--- config.mk ---
export PLATFORM = sky130hd
export DESIGN_NAME = jpeg_header_marker_parser
export DESIGN_NICKNAME = d
export VERILOG_FILES = /design/src/jhmp_pkg.sv /design/src/jpeg_header_marker_parser.sv /design/src/jhmp_parse.sv /design/src/jhmp_out_buf.sv
export SDC_FILE = /design/constraint.sdc
export NUM_CORES = 1
export LEC_CHECK = 0
export ABC_AREA = 1
export BUFFER_PORTS_ARGS = -buffer_cell sky130_fd_sc_hd__buf_4
export CAP_MARGIN = 20
export CORE_MARGIN = 3
export CORE_UTILIZATION = 52
export DETAILED_ROUTE_END_ITERATION = 8
export PLACE_DENSITY = 0.71
export RECOVER_POWER = 25
export REMOVE_ABC_BUFFERS = 1
export SLEW_MARGIN = 20
export SYNTH_ARGS = -nofsm -noshare
export SYNTH_HDL_FRONTEND = slang
export SYNTH_SLANG_ARGS = --single-unit
--- constraint.sdc ---
create_clock -name i_clk -period 14.1 [get_ports i_clk]
set_input_delay 1.41 -clock i_clk [delete_from_list [all_inputs] [get_ports i_clk]]
set_output_delay 1.41 -clock i_clk [all_outputs]
set_load 0.01 [all_outputs]
--- src/jhmp_pkg.sv ---
// ----------------------------------------------------------------------------
// jhmp_pkg
// Shared types and constants for the JPEG header marker parser.
// ----------------------------------------------------------------------------
`default_nettype none

package jhmp_pkg;

    localparam int HLEN_W = 20;

    // marker codes following an 0xff byte
    localparam logic [7:0] BYTE_FF    = 8'hff;
    localparam logic [7:0] MARKER_DQT = 8'hdb;
    localparam logic [7:0] MARKER_DHT = 8'hc4;
    localparam logic [7:0] MARKER_SOF = 8'hc0;
    localparam logic [7:0] MARKER_DRI = 8'hdd;
    localparam logic [7:0] MARKER_SOS = 8'hda;
    localparam logic [7:0] MARKER_EOI = 8'hd9;

    localparam logic [7:0] SAMP_422 = 8'h21;
    localparam logic [7:0] SAMP_420 = 8'h22;

    localparam logic [7:0] TABLE_LEN_8BIT  = 8'd64;
    localparam logic [7:0] TABLE_LEN_16BIT = 8'd128;

    typedef struct packed {
        logic              table_byte_valid;
        logic              table_select;
        logic [6:0]        table_position;
        logic [7:0]        table_value;
        logic              header_done;
        logic              scan_found;
        logic [15:0]       frame_width;
        logic [15:0]       frame_height;
        logic              sampling_type;
        logic [15:0]       restart_interval;
        logic [3:0]        table_precision;
        logic [HLEN_W-1:0] header_length;
    } t_result;

endpackage

`default_nettype wire

--- src/jpeg_header_marker_parser.sv ---
// ----------------------------------------------------------------------------
// jpeg_header_marker_parser
// Scans a JPEG frame one byte per beat, streams quantisation table bytes and
// reports a header summary at SOS, EOI or the end of the frame.
// ----------------------------------------------------------------------------
// a byte's result passes through the input register, then the result register
// throughput: 1 byte per cycle, set by the single-step marker state machine,
// while the result register can take each result; a byte that yields nothing
// leaves the input register without waiting on the output side
// reset (synchronous, active low) empties both registers and clears the
// parse state to idle scanning
`default_nettype none

module jpeg_header_marker_parser #(
    parameter int OFFSET_BITS = 20
) (
    input  wire         i_clk,
    input  wire         i_rst_n,
    input  wire         i_in_valid,
    output logic        o_in_ready,
    input  wire  [7:0]  i_data_byte,
    input  wire         i_frame_start,
    input  wire         i_frame_end,
    output logic        o_out_valid,
    input  wire         i_out_ready,
    output logic        o_table_byte_valid,
    output logic        o_table_select,
    output logic [6:0]  o_table_position,
    output logic [7:0]  o_table_value,
    output logic        o_header_done,
    output logic        o_scan_found,
    output logic [15:0] o_frame_width,
    output logic [15:0] o_frame_height,
    output logic        o_sampling_type,
    output logic [15:0] o_restart_interval,
    output logic [3:0]  o_table_precision,
    output logic [19:0] o_header_length
);

    logic              r_in_valid;
    logic [7:0]        r_data_byte;
    logic              r_frame_start;
    logic              r_frame_end;

    logic              w_res_valid;
    logic              w_buf_ready;
    logic              w_step;
    jhmp_pkg::t_result w_res;
    jhmp_pkg::t_result w_out;

    // a byte moves on when it yields no beat or the result register can take it
    assign w_step     = r_in_valid && (!w_res_valid || w_buf_ready);
    assign o_in_ready = !r_in_valid || w_step;

    always_ff @(posedge i_clk) begin
        if (!i_rst_n) begin
            r_in_valid <= 1'b0;
        end else if (o_in_ready) begin
            r_in_valid <= i_in_valid;
        end
    end

    always_ff @(posedge i_clk) begin
        if (o_in_ready && i_in_valid) begin
            r_data_byte   <= i_data_byte;
            r_frame_start <= i_frame_start;
            r_frame_end   <= i_frame_end;
        end
    end

    jhmp_parse #(
        .OFFSET_BITS (OFFSET_BITS)
    ) u_parse (
        .i_clk         (i_clk),
        .i_rst_n       (i_rst_n),
        .i_step        (w_step),
        .i_data_byte   (r_data_byte),
        .i_frame_start (r_frame_start),
        .i_frame_end   (r_frame_end),
        .o_res_valid   (w_res_valid),
        .o_res         (w_res)
    );

    jhmp_out_buf u_out_buf (
        .i_clk        (i_clk),
        .i_rst_n      (i_rst_n),
        .i_load_valid (r_in_valid && w_res_valid),
        .o_load_ready (w_buf_ready),
        .i_load       (w_res),
        .o_valid      (o_out_valid),
        .i_ready      (i_out_ready),
        .o_res        (w_out)
    );

    assign o_table_byte_valid = w_out.table_byte_valid;
    assign o_table_select     = w_out.table_select;
    assign o_table_position   = w_out.table_position;
    assign o_table_value      = w_out.table_value;
    assign o_header_done      = w_out.header_done;
    assign o_scan_found       = w_out.scan_found;
    assign o_frame_width      = w_out.frame_width;
    assign o_frame_height     = w_out.frame_height;
    assign o_sampling_type    = w_out.sampling_type;
    assign o_restart_interval = w_out.restart_interval;
    assign o_table_precision  = w_out.table_precision;
    assign o_header_length    = w_out.header_length;

`ifndef SYNTHESIS
    a_beat_has_content: assert property (@(posedge i_clk) disable iff (!i_rst_n)
        o_out_valid |-> (o_table_byte_valid || o_header_done))
        else $error("result beat carries neither table byte nor summary");

    a_table_fields_clear: assert property (@(posedge i_clk) disable iff (!i_rst_n)
        (o_out_valid && !o_table_byte_valid) |->
        (!o_table_select && o_table_position == 7'd0 && o_table_value == 8'd0))
        else $error("table fields set without a table byte");

    a_summary_fields_clear: assert property (@(posedge i_clk) disable iff (!i_rst_n)
        (o_out_valid && !o_header_done) |->
        (!o_scan_found && o_frame_width == 16'd0 && o_frame_height == 16'd0 &&
         !o_sampling_type && o_restart_interval == 16'd0 &&
         o_table_precision == 4'd0 && o_header_length == 20'd0))
        else $error("summary fields set without header done");

    a_length_needs_scan: assert property (@(posedge i_clk) disable iff (!i_rst_n)
        (o_out_valid && !o_scan_found) |-> (o_header_length == 20'd0))
        else $error("header length set without SOS");

    a_reset_empties: assert property (@(posedge i_clk)
        !i_rst_n |=> (!o_out_valid && o_in_ready))
        else $error("pipeline not empty after reset");
`endif

endmodule

`default_nettype wire

--- src/jhmp_parse.sv ---
// ----------------------------------------------------------------------------
// jhmp_parse
// Marker state machine: consumes one registered frame byte per step and
// forms the result for that byte.
// ----------------------------------------------------------------------------
`default_nettype none

module jhmp_parse #(
    parameter int OFFSET_BITS = 20
) (
    input  wire                   i_clk,
    input  wire                   i_rst_n,
    input  wire                   i_step,
    input  wire  [7:0]            i_data_byte,
    input  wire                   i_frame_start,
    input  wire                   i_frame_end,
    output logic                  o_res_valid,
    output jhmp_pkg::t_result     o_res
);

    localparam logic [3:0] MODE_SCAN  = 4'd0;
    localparam logic [3:0] MODE_MARK  = 4'd1;
    localparam logic [3:0] MODE_DQT   = 4'd2;
    localparam logic [3:0] MODE_TABLE = 4'd3;
    localparam logic [3:0] MODE_DHT   = 4'd4;
    localparam logic [3:0] MODE_SKIP  = 4'd5;
    localparam logic [3:0] MODE_SOF   = 4'd6;
    localparam logic [3:0] MODE_DRI   = 4'd7;
    localparam logic [3:0] MODE_SOS   = 4'd8;

    localparam int EXT_W = (OFFSET_BITS > jhmp_pkg::HLEN_W) ? OFFSET_BITS : jhmp_pkg::HLEN_W;

    logic [3:0]             r_mode, n_mode, e_mode;
    logic [15:0]            r_skip, n_skip, e_skip;
    logic [OFFSET_BITS-1:0] r_offset, n_offset, e_offset;
    logic [7:0]             r_len_hi, n_len_hi, e_len_hi;
    logic [15:0]            r_width, n_width, e_width;
    logic [15:0]            r_height, n_height, e_height;
    logic [15:0]            r_interval, n_interval, e_interval;
    logic                   r_type, n_type, e_type;
    logic [3:0]             r_prec, n_prec, e_prec;
    logic                   r_tsel, n_tsel, e_tsel;
    logic [7:0]             r_tcount, n_tcount, e_tcount;
    logic                   r_finished, n_finished, e_finished;

    logic [15:0]            v_rec;
    logic [OFFSET_BITS-1:0] v_sum;
    logic [EXT_W-1:0]       v_ext;
    logic                   v_tvalid, v_done, v_scan, v_quiet;
    logic [7:0]             v_tlimit;

    always_comb begin
        // a frame start clears the parse state before its byte is handled
        e_mode     = i_frame_start ? MODE_SCAN : r_mode;
        e_skip     = i_frame_start ? '0 : r_skip;
        e_offset   = i_frame_start ? '0 : r_offset;
        e_len_hi   = i_frame_start ? '0 : r_len_hi;
        e_width    = i_frame_start ? '0 : r_width;
        e_height   = i_frame_start ? '0 : r_height;
        e_interval = i_frame_start ? '0 : r_interval;
        e_type     = i_frame_start ? 1'b0 : r_type;
        e_prec     = i_frame_start ? '0 : r_prec;
        e_tsel     = i_frame_start ? 1'b0 : r_tsel;
        e_tcount   = i_frame_start ? '0 : r_tcount;
        e_finished = i_frame_start ? 1'b0 : r_finished;

        n_mode     = e_mode;
        n_skip     = e_skip;
        n_offset   = e_offset;
        n_len_hi   = e_len_hi;
        n_width    = e_width;
        n_height   = e_height;
        n_interval = e_interval;
        n_type     = e_type;
        n_prec     = e_prec;
        n_tsel     = e_tsel;
        n_tcount   = e_tcount;
        n_finished = e_finished;

        v_tvalid = 1'b0;
        v_done   = 1'b0;
        v_scan   = 1'b0;
        v_quiet  = 1'b0;
        v_rec    = {e_len_hi, i_data_byte};
        v_sum    = e_offset + OFFSET_BITS'(v_rec) - OFFSET_BITS'(1);
        v_ext    = EXT_W'(v_sum);
        v_tlimit = (e_prec != 4'd0) ? jhmp_pkg::TABLE_LEN_16BIT : jhmp_pkg::TABLE_LEN_8BIT;

        o_res = '0;

        if (!e_finished) begin
            n_offset = e_offset + OFFSET_BITS'(1);
            unique case (e_mode)
                MODE_MARK: begin
                    n_skip = '0;
                    if (i_data_byte == jhmp_pkg::MARKER_DQT) begin
                        n_mode = MODE_DQT;
                    end else if (i_data_byte == jhmp_pkg::MARKER_DHT) begin
                        n_mode = MODE_DHT;
                    end else if (i_data_byte == jhmp_pkg::MARKER_SOF) begin
                        n_mode = MODE_SOF;
                    end else if (i_data_byte == jhmp_pkg::MARKER_DRI) begin
                        n_mode = MODE_DRI;
                    end else if (i_data_byte == jhmp_pkg::MARKER_SOS) begin
                        n_mode = MODE_SOS;
                    end else if (i_data_byte == jhmp_pkg::MARKER_EOI) begin
                        v_done = 1'b1;
                        n_mode = MODE_SCAN;
                    end else begin
                        n_mode = (i_data_byte == jhmp_pkg::BYTE_FF) ? MODE_MARK : MODE_SCAN;
                    end
                end
                MODE_DQT: begin
                    if (e_skip < 16'd2) begin
                        n_skip = e_skip + 16'd1;
                    end else begin
                        n_prec   = i_data_byte[7:4];
                        n_tsel   = |i_data_byte[3:0];
                        n_tcount = '0;
                        n_mode   = MODE_TABLE;
                    end
                end
                MODE_TABLE: begin
                    v_tvalid = 1'b1;
                    n_tcount = e_tcount + 8'd1;
                    if (n_tcount >= v_tlimit) begin
                        n_mode = MODE_SCAN;
                    end
                end
                MODE_DHT: begin
                    if (e_skip == 16'd0) begin
                        n_len_hi = i_data_byte;
                        n_skip   = 16'd1;
                    end else if (v_rec > 16'd2) begin
                        n_skip = v_rec - 16'd2;
                        n_mode = MODE_SKIP;
                    end else begin
                        n_skip = '0;
                        n_mode = MODE_SCAN;
                    end
                end
                MODE_SKIP: begin
                    if (e_skip != 16'd0) begin
                        n_skip = e_skip - 16'd1;
                    end
                    if (n_skip == 16'd0) begin
                        n_mode = MODE_SCAN;
                    end
                end
                MODE_SOF: begin
                    case (e_skip)
                        16'd3, 16'd5: n_len_hi = i_data_byte;
                        16'd4:        n_height = v_rec;
                        16'd6:        n_width  = v_rec;
                        16'd9: begin
                            if (i_data_byte == jhmp_pkg::SAMP_422) begin
                                n_type = 1'b0;
                            end else if (i_data_byte == jhmp_pkg::SAMP_420) begin
                                n_type = 1'b1;
                            end
                        end
                        default: ;
                    endcase
                    if (e_skip == 16'd7 && i_data_byte != 8'd3) begin
                        // component count other than three: rescan it as plain data
                        v_quiet = 1'b1;
                        n_skip  = '0;
                        n_mode  = (i_data_byte == jhmp_pkg::BYTE_FF) ? MODE_MARK : MODE_SCAN;
                    end else if (e_skip >= 16'd16) begin
                        n_skip = '0;
                        n_mode = MODE_SCAN;
                    end else begin
                        n_skip = e_skip + 16'd1;
                    end
                end
                MODE_DRI: begin
                    if (e_skip == 16'd2) begin
                        n_len_hi = i_data_byte;
                    end
                    if (e_skip == 16'd3) begin
                        n_interval = v_rec;
                        n_skip     = '0;
                        n_mode     = MODE_SCAN;
                    end else begin
                        n_skip = e_skip + 16'd1;
                    end
                end
                MODE_SOS: begin
                    if (e_skip == 16'd0) begin
                        n_len_hi = i_data_byte;
                        n_skip   = 16'd1;
                    end else begin
                        v_done = 1'b1;
                        v_scan = 1'b1;
                        n_skip = '0;
                        n_mode = MODE_SCAN;
                    end
                end
                default: begin
                    n_mode = (i_data_byte == jhmp_pkg::BYTE_FF) ? MODE_MARK : MODE_SCAN;
                end
            endcase
            if (!v_quiet && i_frame_end) begin
                v_done = 1'b1;
            end
            if (v_done) begin
                n_finished = 1'b1;
            end
        end

        if (v_tvalid) begin
            o_res.table_byte_valid = 1'b1;
            o_res.table_select     = e_tsel;
            o_res.table_position   = e_tcount[6:0];
            o_res.table_value      = i_data_byte;
        end
        if (v_done) begin
            o_res.header_done      = 1'b1;
            o_res.scan_found       = v_scan;
            o_res.frame_width      = n_width;
            o_res.frame_height     = n_height;
            o_res.sampling_type    = n_type;
            o_res.restart_interval = n_interval;
            o_res.table_precision  = n_prec;
            o_res.header_length    = v_scan ? v_ext[jhmp_pkg::HLEN_W-1:0] : '0;
        end
        o_res_valid = v_tvalid || v_done;
    end

    always_ff @(posedge i_clk) begin
        if (!i_rst_n) begin
            r_mode     <= MODE_SCAN;
            r_skip     <= '0;
            r_offset   <= '0;
            r_len_hi   <= '0;
            r_width    <= '0;
            r_height   <= '0;
            r_interval <= '0;
            r_type     <= 1'b0;
            r_prec     <= '0;
            r_tsel     <= 1'b0;
            r_tcount   <= '0;
            r_finished <= 1'b0;
        end else if (i_step) begin
            r_mode     <= n_mode;
            r_skip     <= n_skip;
            r_offset   <= n_offset;
            r_len_hi   <= n_len_hi;
            r_width    <= n_width;
            r_height   <= n_height;
            r_interval <= n_interval;
            r_type     <= n_type;
            r_prec     <= n_prec;
            r_tsel     <= n_tsel;
            r_tcount   <= n_tcount;
            r_finished <= n_finished;
        end
    end

endmodule

`default_nettype wire

--- src/jhmp_out_buf.sv ---
// ----------------------------------------------------------------------------
// jhmp_out_buf
// Result register holding one beat until the downstream side takes it.
// ----------------------------------------------------------------------------
`default_nettype none

module jhmp_out_buf (
    input  wire                   i_clk,
    input  wire                   i_rst_n,
    input  wire                   i_load_valid,
    output logic                  o_load_ready,
    input  jhmp_pkg::t_result     i_load,
    output logic                  o_valid,
    input  wire                   i_ready,
    output jhmp_pkg::t_result     o_res
);

    logic              r_valid;
    jhmp_pkg::t_result r_res;

    assign o_load_ready = !r_valid || i_ready;
    assign o_valid      = r_valid;
    assign o_res        = r_res;

    always_ff @(posedge i_clk) begin
        if (!i_rst_n) begin
            r_valid <= 1'b0;
        end else if (o_load_ready) begin
            r_valid <= i_load_valid;
        end
    end

    always_ff @(posedge i_clk) begin
        if (o_load_ready && i_load_valid) begin
            r_res <= i_load;
        end
    end

endmodule

`default_nettype wire
==> metrics.cfg, run 1 <==
[setup_path]
r2r_slack_ns=6.69
regToRegEndpoint=u_parse.r_width[11]
cp_num_buf_inv=5
path_depth=19
slowest_delay_ns=1.40
startpoint_type=register
crit_type=reg -> reg
required_ns=14.57
cp-endpoint=u_parse.r_width[11]
startpoint=r_frame_start
crit_top_cell=nand2_2
r2r_cells=19
crit_family=buffers and inverters
worstPathCellList=clkbuf_1, inv_4, nand2_1, ha_1, inv_1, nor2_2, nand2_2, nor2_4, nor2_1, nor2_1, nand2_2, nand2_4, nand2_2, nand2_2, nand2_4, inv_4, buf_4, o21ai_0, a21oi_1
worstPathArrival_ns=7.88
cp_max_fo=98
end_kind=register
slowest_stage=clkbuf_1
reg2reg_from=r_frame_start

[power]
seqPwrFrac_pct=43.2
ir_worst_vdd_mv=0.0928
power_mw=1.62
pwr-share-clk_pct=41.9
power.density_mw_per_mm2=116
leakage_nw=5.62
share_comb_of_total_power_pct=14.8
intPower_mw=1.16
switching_power_mw=0.459
swShare_pct=28.3

[timing]
setup_violations=0
rsz0062_at_grt=false
finalSetupTns_ns=0
max_freq_mhz=135
period_share_pct=52.6
clock_skew_ns=0.0166
worst_pin_slew_ns=1.96
hold_violations=0
period_needed_ns=7.41
drv_slew=36
fin_hold_ws_ns=0.459
max-slew-margin-rel_pct=-31.0

[yosys]
synthArstFlopShare_pct=0
synth_edf_count=102
syn_avg_cell_area_um2=7.49
ys_ff_latch=215
syn_inst=1674
syn_area_mm2=0.0125
ys_seq_area_share_pct=42.5
yosysUniqueCellTypes=50
ys_warn_count=0
synth_flop_cell=dfxtp_1

[final_layout]
multi_input_area_mm2=0.00606
fin_cells=2086
final_core_util_pct=59.5
most-common-layout-cells=nand2_1, nor2_1, inv_1
nNetsFinal=1809
syn_to_final_growth_pct=11.9
antenna_cells=0
register_area_mm2=0.00533
layout.cells.most_common=nand2_1
fillers=2257
drive_above_1_share_pct=5.89

[clocking]
clk_latency_ns=0.55
htree_levels=1
cts_setup_buffers=0
cts_buffers=24
cts-root-buf=clkbuf_16
cts.sinks=215
cts.repair.resized=0
cts_tree=built
clkTransAtPathRegs_ns=0.06
postCtsHoldBufs=0
max-clock-path-buffers=3

[routing]
wl_per_cell_um=17.6
wl_um=36700
drcViolationCount=0
ant_nets=0
vias=11700
vias_per_cell=5.62
first_pass_iters=6
drtIter0Drc=1013

[floorplan]
fp.coreArea_mm2=0.0235
die-width_um=161
die_h_um=161
start_util_pct=53.2
num_io_pins=108
die_area_mm2=0.0260
rows=56

[hold_path]
hp-class=reg -> reg

[status]
violations=capacitance limit, slew limit
status=finished with violations

[global_routing]
grt_max_degree=99
grt_usage_pct=27.8
grt_pass1_vias=11100
grt_overflow_total=0
grt_pass1_wl_um=58600
antenna_found_initial=0

[flow_run]
cap_violations=1

[placed_design]
io_buffers=107
dp_cells=2041
hpwlAfterDp_um=25400
gp_congestion=0.983

-- through the flow --
| step | area [µm²] | worst slack [ns] |
|---|---|---|
| final | 14000 | 6.69 |
| after global routing | 14000 | 6.08 |
| after CTS | 14400 | 8.25 |
| after detailed placement | 13500 | 8.28 |
| after global placement | 13500 | 8.44 |
| after floorplan | 12200 | 6.74 |
-- synthesized netlist by cell type, types with 6 or more instances --
| cell type | n | area, µm² |
|---|---|---|
| nor2_1 | 238 | 893 |
| nand2_1 | 247 | 927 |
| nand3_1 | 108 | 541 |
| clkinv_1 | 7 | 26.3 |
| edfxtp_1 | 102 | 3060 |
| nor4_1 | 9 | 56.3 |
| o22ai_1 | 6 | 37.5 |
| a31oi_1 | 7 | 43.8 |
| dfxtp_1 | 113 | 2260 |
| buf_1 | 9 | 33.8 |
| o21ai_1 | 21 | 105 |
| inv_1 | 212 | 796 |
| nand4_1 | 29 | 181 |
| xor2_1 | 35 | 307 |
| a21oi_1 | 139 | 696 |
| or2_2 | 9 | 56.3 |
| a211oi_2 | 9 | 113 |
| buf_4 | 7 | 52.6 |
| buf_2 | 13 | 65.1 |
| nand2_2 | 9 | 56.3 |
| o21ai_0 | 185 | 926 |
| ha_1 | 45 | 563 |
| clkbuf_1 | 35 | 131 |
| o211ai_1 | 12 | 90.1 |
| nor3_1 | 22 | 110 |
-- final cells by class --
class | instances | share of cell area [%]
clock buffer | 28 | 4.62
clock inverter | 16 | 1.54
inverter | 222 | 5.98
multi-input combinational | 1170 | 43.2
sequential | 215 | 38.0
tap | 319 | 2.85
timing repair buffer | 116 | 3.78
-- kinds of logic after synthesis --
family	after synthesis	synth area share, %
AND/OR/NAND/NOR	682	23.3
AO/OA/AOI/OAI	403	17.6
buffers and inverters	289	9.20
flip-flops	215	42.5
adder cells (fa/ha/maj)	46	4.65
XOR/XNOR	39	2.73
-- worst reg2reg max path, delay by kind of cell, from the launching register on --
kind / cells / cell delay [ns]
and+or+nand+nor: 11 / 2.43
adders and majority gates: 1 / 0.29
DFF: 1 / 0.32
buffers and inverters: 5 / 3.82
AOI/OAI and AO/OA: 2 / 0.47
-- how the worst min path moves through the flow --
stage | start | end | slack [ns] | cells past startpoint
after floorplan | u_parse.r_len_hi[0] | u_parse.r_len_hi[0] | 0.43 | 2
after global placement | u_parse.r_len_hi[4] | u_parse.r_len_hi[4] | 0.44 | 2
after detailed placement | u_parse.r_len_hi[4] | u_parse.r_len_hi[4] | 0.44 | 2
after CTS | u_parse.r_len_hi[4] | u_parse.r_len_hi[4] | 0.45 | 2
after global routing | u_parse.r_len_hi[5] | u_parse.r_len_hi[5] | 0.49 | 2
final | u_parse.r_tcount[7] | u_parse.r_tcount[7] | 0.46 | 2
-- power by group through the flow --
stage                     Clock [mW]  Sequential [mW]  Combinational [mW]
final                          0.679            0.701               0.240
after global routing           0.714            0.703               0.271
after CTS                      0.689            0.700               0.244
after detailed placement           0            0.713               0.242
after global placement             0            0.713               0.239
after floorplan                    0            0.714               0.164
-- layer usage --
metal / part of all wire (%) / track usage (%) / wire length [µm] / vias up
met2: 45 / 44.4 / 16600 / 496
met1: 44 / 39.0 / 16200 / 5362
met3: 7.2 / 3.74 / 2660 / 89
met4: 3.4 / 9.86 / 1240 / 0
li1: - / - / - / 5775
met5: 0 / 0 / 0 / -
-- flip-flops by register name, summed over array words and instances, names as in the netlist, 16 cells and up --
| signal | cells |
|---|---|
| u_parse.r_height | 16 |
| u_parse.r_offset | 20 |
| u_parse.r_width | 16 |
| u_parse.r_skip | 16 |
| u_parse.r_interval | 16 |
| u_out_buf.o_res | 92 |
Power figures use the tool's default switching activity.
==> inputs of run 2 (changes only) <==
==> constraint.sdc (replaced) <==
create_clock -name i_clk -period 7.4 [get_ports i_clk]
set_input_delay 0.74 -clock i_clk [delete_from_list [all_inputs] [get_ports i_clk]]
set_output_delay 0.74 -clock i_clk [all_outputs]
set_load 0.01 [all_outputs]
==> run 2 against run 1 <==
  * The flow now finishes without violations
  * Critical path depth stayed put
  * Count of clock-buffer cells in the layout is 5 higher
  * Hold slack worse by 0.061 ns
  * Utilization is 0.090 points lower
  * Wire length is 2.0% higher
  * Via count is 0.55% higher
  * Setup slack worse by 4.7 ns
  * Register-to-register slack worse by 4.7 ns
  * Fmax is 38% higher
  * Highest routed layer unchanged
==> metrics.cfg, run 2 (same netlist as run 1, synthesis figures left out) <==
[status]
status=complete, no violations  ; was finished with violations

[floorplan]
die_area_mm2=0.0260  ; unchanged
fp.coreArea_mm2=0.0235  ; unchanged
start_util_pct=53.2  ; unchanged
rows=56  ; unchanged
die_h_um=161  ; unchanged
die-width_um=161  ; unchanged
num_io_pins=108  ; unchanged

[final_layout]
register_area_mm2=0.00533  ; unchanged
drive_above_1_share_pct=5.82  ; was 5.89%
antenna_cells=0  ; unchanged
syn_to_final_growth_pct=11.7  ; was 11.9%
fin_cells=2089  ; was 2086
fillers=2272  ; was 2257
nNetsFinal=1812  ; was 1809
multi_input_area_mm2=0.00606  ; about the same
stdcell_area_mm2=0.0140  ; about the same
largest_register_ffs=92  ; unchanged
most-common-layout-cells=nand2_1, nor2_1, inv_1  ; unchanged
final_core_util_pct=59.4  ; was 59.5%
layout.cells.most_common=nand2_1  ; unchanged

[routing]
wl_per_cell_um=17.9  ; was 17.6 µm
drtIter0Drc=1063  ; was 1013
drcViolationCount=0  ; unchanged
wl_um=37500  ; was 36700 µm
ant_nets=0  ; unchanged
vias=11800  ; was 11700
first_pass_iters=7  ; was 6
vias_per_cell=5.64  ; was 5.62

[power]
power_mw=3.00  ; was 1.62 mW
ir_worst_vdd_mv=0.222  ; was 0.0928 mV
switching_power_mw=0.856  ; was 0.459 mW
intPower_mw=2.14  ; was 1.16 mW
pwr-share-clk_pct=40.0  ; was 41.9%
power.density_mw_per_mm2=214  ; was 116 mW/mm²
swShare_pct=28.5  ; was 28.3%
seqPwrFrac_pct=44.5  ; was 43.2%
share_comb_of_total_power_pct=15.5  ; was 14.8%
leakage_nw=5.61  ; was 5.62 nW

[setup_path]
crit_top_cell=nand2_2  ; unchanged
startpoint=r_frame_start  ; unchanged
startpoint_type=register  ; unchanged
reg2reg_from=r_frame_start  ; unchanged
cp_max_fo=109  ; was 98
worstPathArrival_ns=5.82  ; was 7.88 ns
r2r_slack_ns=2.04  ; was 6.69 ns
regToRegEndpoint=u_parse.r_interval[2]  ; was u_parse.r_width[11]
end_kind=register  ; unchanged
crit_type=reg -> reg  ; unchanged
slowest_delay_ns=0.88  ; was 1.40 ns
worstPathCellList=buf_4, inv_4, nand2_1, ha_1, inv_1, nor2_2, nand2_2, nor2_4, nor2_1, nor2_1, nand2_2, nand2_4, nand2_2, nand2_2, nand2_4, inv_4, buf_4, o21ai_0, a21oi_1  ; was clkbuf_1, inv_4, nand2_1, ha_1, inv_1, nor2_2, nand2_2, nor2_4, nor2_1, nor2_1, nand2_2, nand2_4, nand2_2, nand2_2, nand2_4, inv_4, buf_4, o21ai_0, a21oi_1
required_ns=7.85  ; was 14.57 ns
cp-endpoint=u_parse.r_interval[2]  ; was u_parse.r_width[11]
r2r_cells=19  ; unchanged
slowest_stage=inv_4  ; was clkbuf_1

[clocking]
cts_tree=built  ; unchanged
cts_buffers=24  ; unchanged
postCtsHoldBufs=0  ; unchanged
cts.repair.resized=0  ; unchanged
cts_setup_buffers=0  ; unchanged
cts.sinks=215  ; unchanged
clkTransAtPathRegs_ns=0.06  ; about the same
clk_latency_ns=0.54  ; was 0.55 ns
cts-root-buf=clkbuf_16  ; unchanged
htree_levels=1  ; unchanged
max-clock-path-buffers=3  ; unchanged

[timing]
layout_setup_ws_ns=2.04  ; was 6.69 ns
max-slew-margin-rel_pct=28.6  ; was -31.0%
hold_violations=0  ; unchanged
setup_violations=0  ; unchanged
clock_skew_ns=0.0166  ; about the same
rsz0062_at_grt=false  ; unchanged
period_share_pct=72.5  ; was 52.6%
finalSetupTns_ns=0  ; unchanged
period_needed_ns=5.36  ; was 7.41 ns
worst_pin_slew_ns=1.07  ; was 1.96 ns
fin_hold_ws_ns=0.398  ; was 0.459 ns
max_freq_mhz=186  ; was 135 MHz
drv_slew=0  ; was 36

[placed_design]
io_buffers=107  ; unchanged
dp_slack_ns=2.17  ; was 8.28 ns
hpwlAfterDp_um=26000  ; was 25400 µm
dpl-instance-area_mm2=0.0135  ; about the same
dp_cells=2044  ; was 2041
gp_congestion=0.956  ; was 0.983

[flow_run]
cap_violations=0  ; was 1

[global_routing]
antenna_found_initial=0  ; unchanged
grt_pass1_wl_um=58500  ; was 58600 µm
grt_overflow_total=0  ; unchanged
grt_pass1_vias=10800  ; was 11100
grt_usage_pct=27.9  ; was 27.8%
grt_max_degree=110  ; was 99

[hold_path]
hp-class=in -> reg  ; was reg -> reg

run 2: cell types whose count changed in the layout (fill, tap and decap cells not counted), moves of 2 or more:
cell        before  now
inv_8            2    0
clkbuf_8         1    3
inv_6            0    2
clkinvlp_4       3    0
clkbuf_1        94   98
buf_4           13   15
bufinv_16        4    2
run 2: how the worst min path moves through the flow:
stage               slack (ns)                  end                 from  cells past startpoint
floorplan                 0.43  u_parse.r_len_hi[0]  u_parse.r_len_hi[0]                      2
global placement          0.44  u_parse.r_len_hi[0]  u_parse.r_len_hi[0]                      2
detailed placement        0.44  u_parse.r_len_hi[1]  u_parse.r_len_hi[1]                      2
CTS                       0.36       r_data_byte[1]       i_data_byte[1]                      1
global route              0.39       r_data_byte[2]       i_data_byte[2]                      1
finish                    0.40       r_data_byte[1]       i_data_byte[1]                      1
run 2: critical path, delay by kind of cell, from the launching register on:
family	cells	cell delay, ns
AND/OR/NAND/NOR	11	2.22
AO/OA/AOI/OAI	2	0.33
buffers and inverters	5	2.08
adder cells (fa/ha/maj)	1	0.27
flip-flops	1	0.32
run 2: per-layer routing:
metal / up-vias / share of wire, % / track usage, %
met3: 88 / 7.6 / 4.39
met5: - / 0 / 0.379
li1: 5788 / - / -
met4: 0 / 3.6 / 9.58
met2: 506 / 44 / 44.7
met1: 5405 / 44 / 38.6
run 2: layout make-up:
type,count,area share (%)
Inverter,222,5.99
Multi-Input combinational cell,1170,43.3
Sequential cell,215,38.1
Timing Repair Buffer,119,4.15
Clock buffer,33,4.75
Tap cell,319,2.85
Clock inverter,11,0.885
run 2: power groups by stage:
stage               logic [mW]  registers [mW]  clock network [mW]
finish                   0.466            1.33                1.20
global route             0.522            1.34                1.26
CTS                      0.470            1.33                1.22
detailed placement       0.466            1.36                   0
global placement         0.462            1.36                   0
floorplan                0.312            1.36                   0
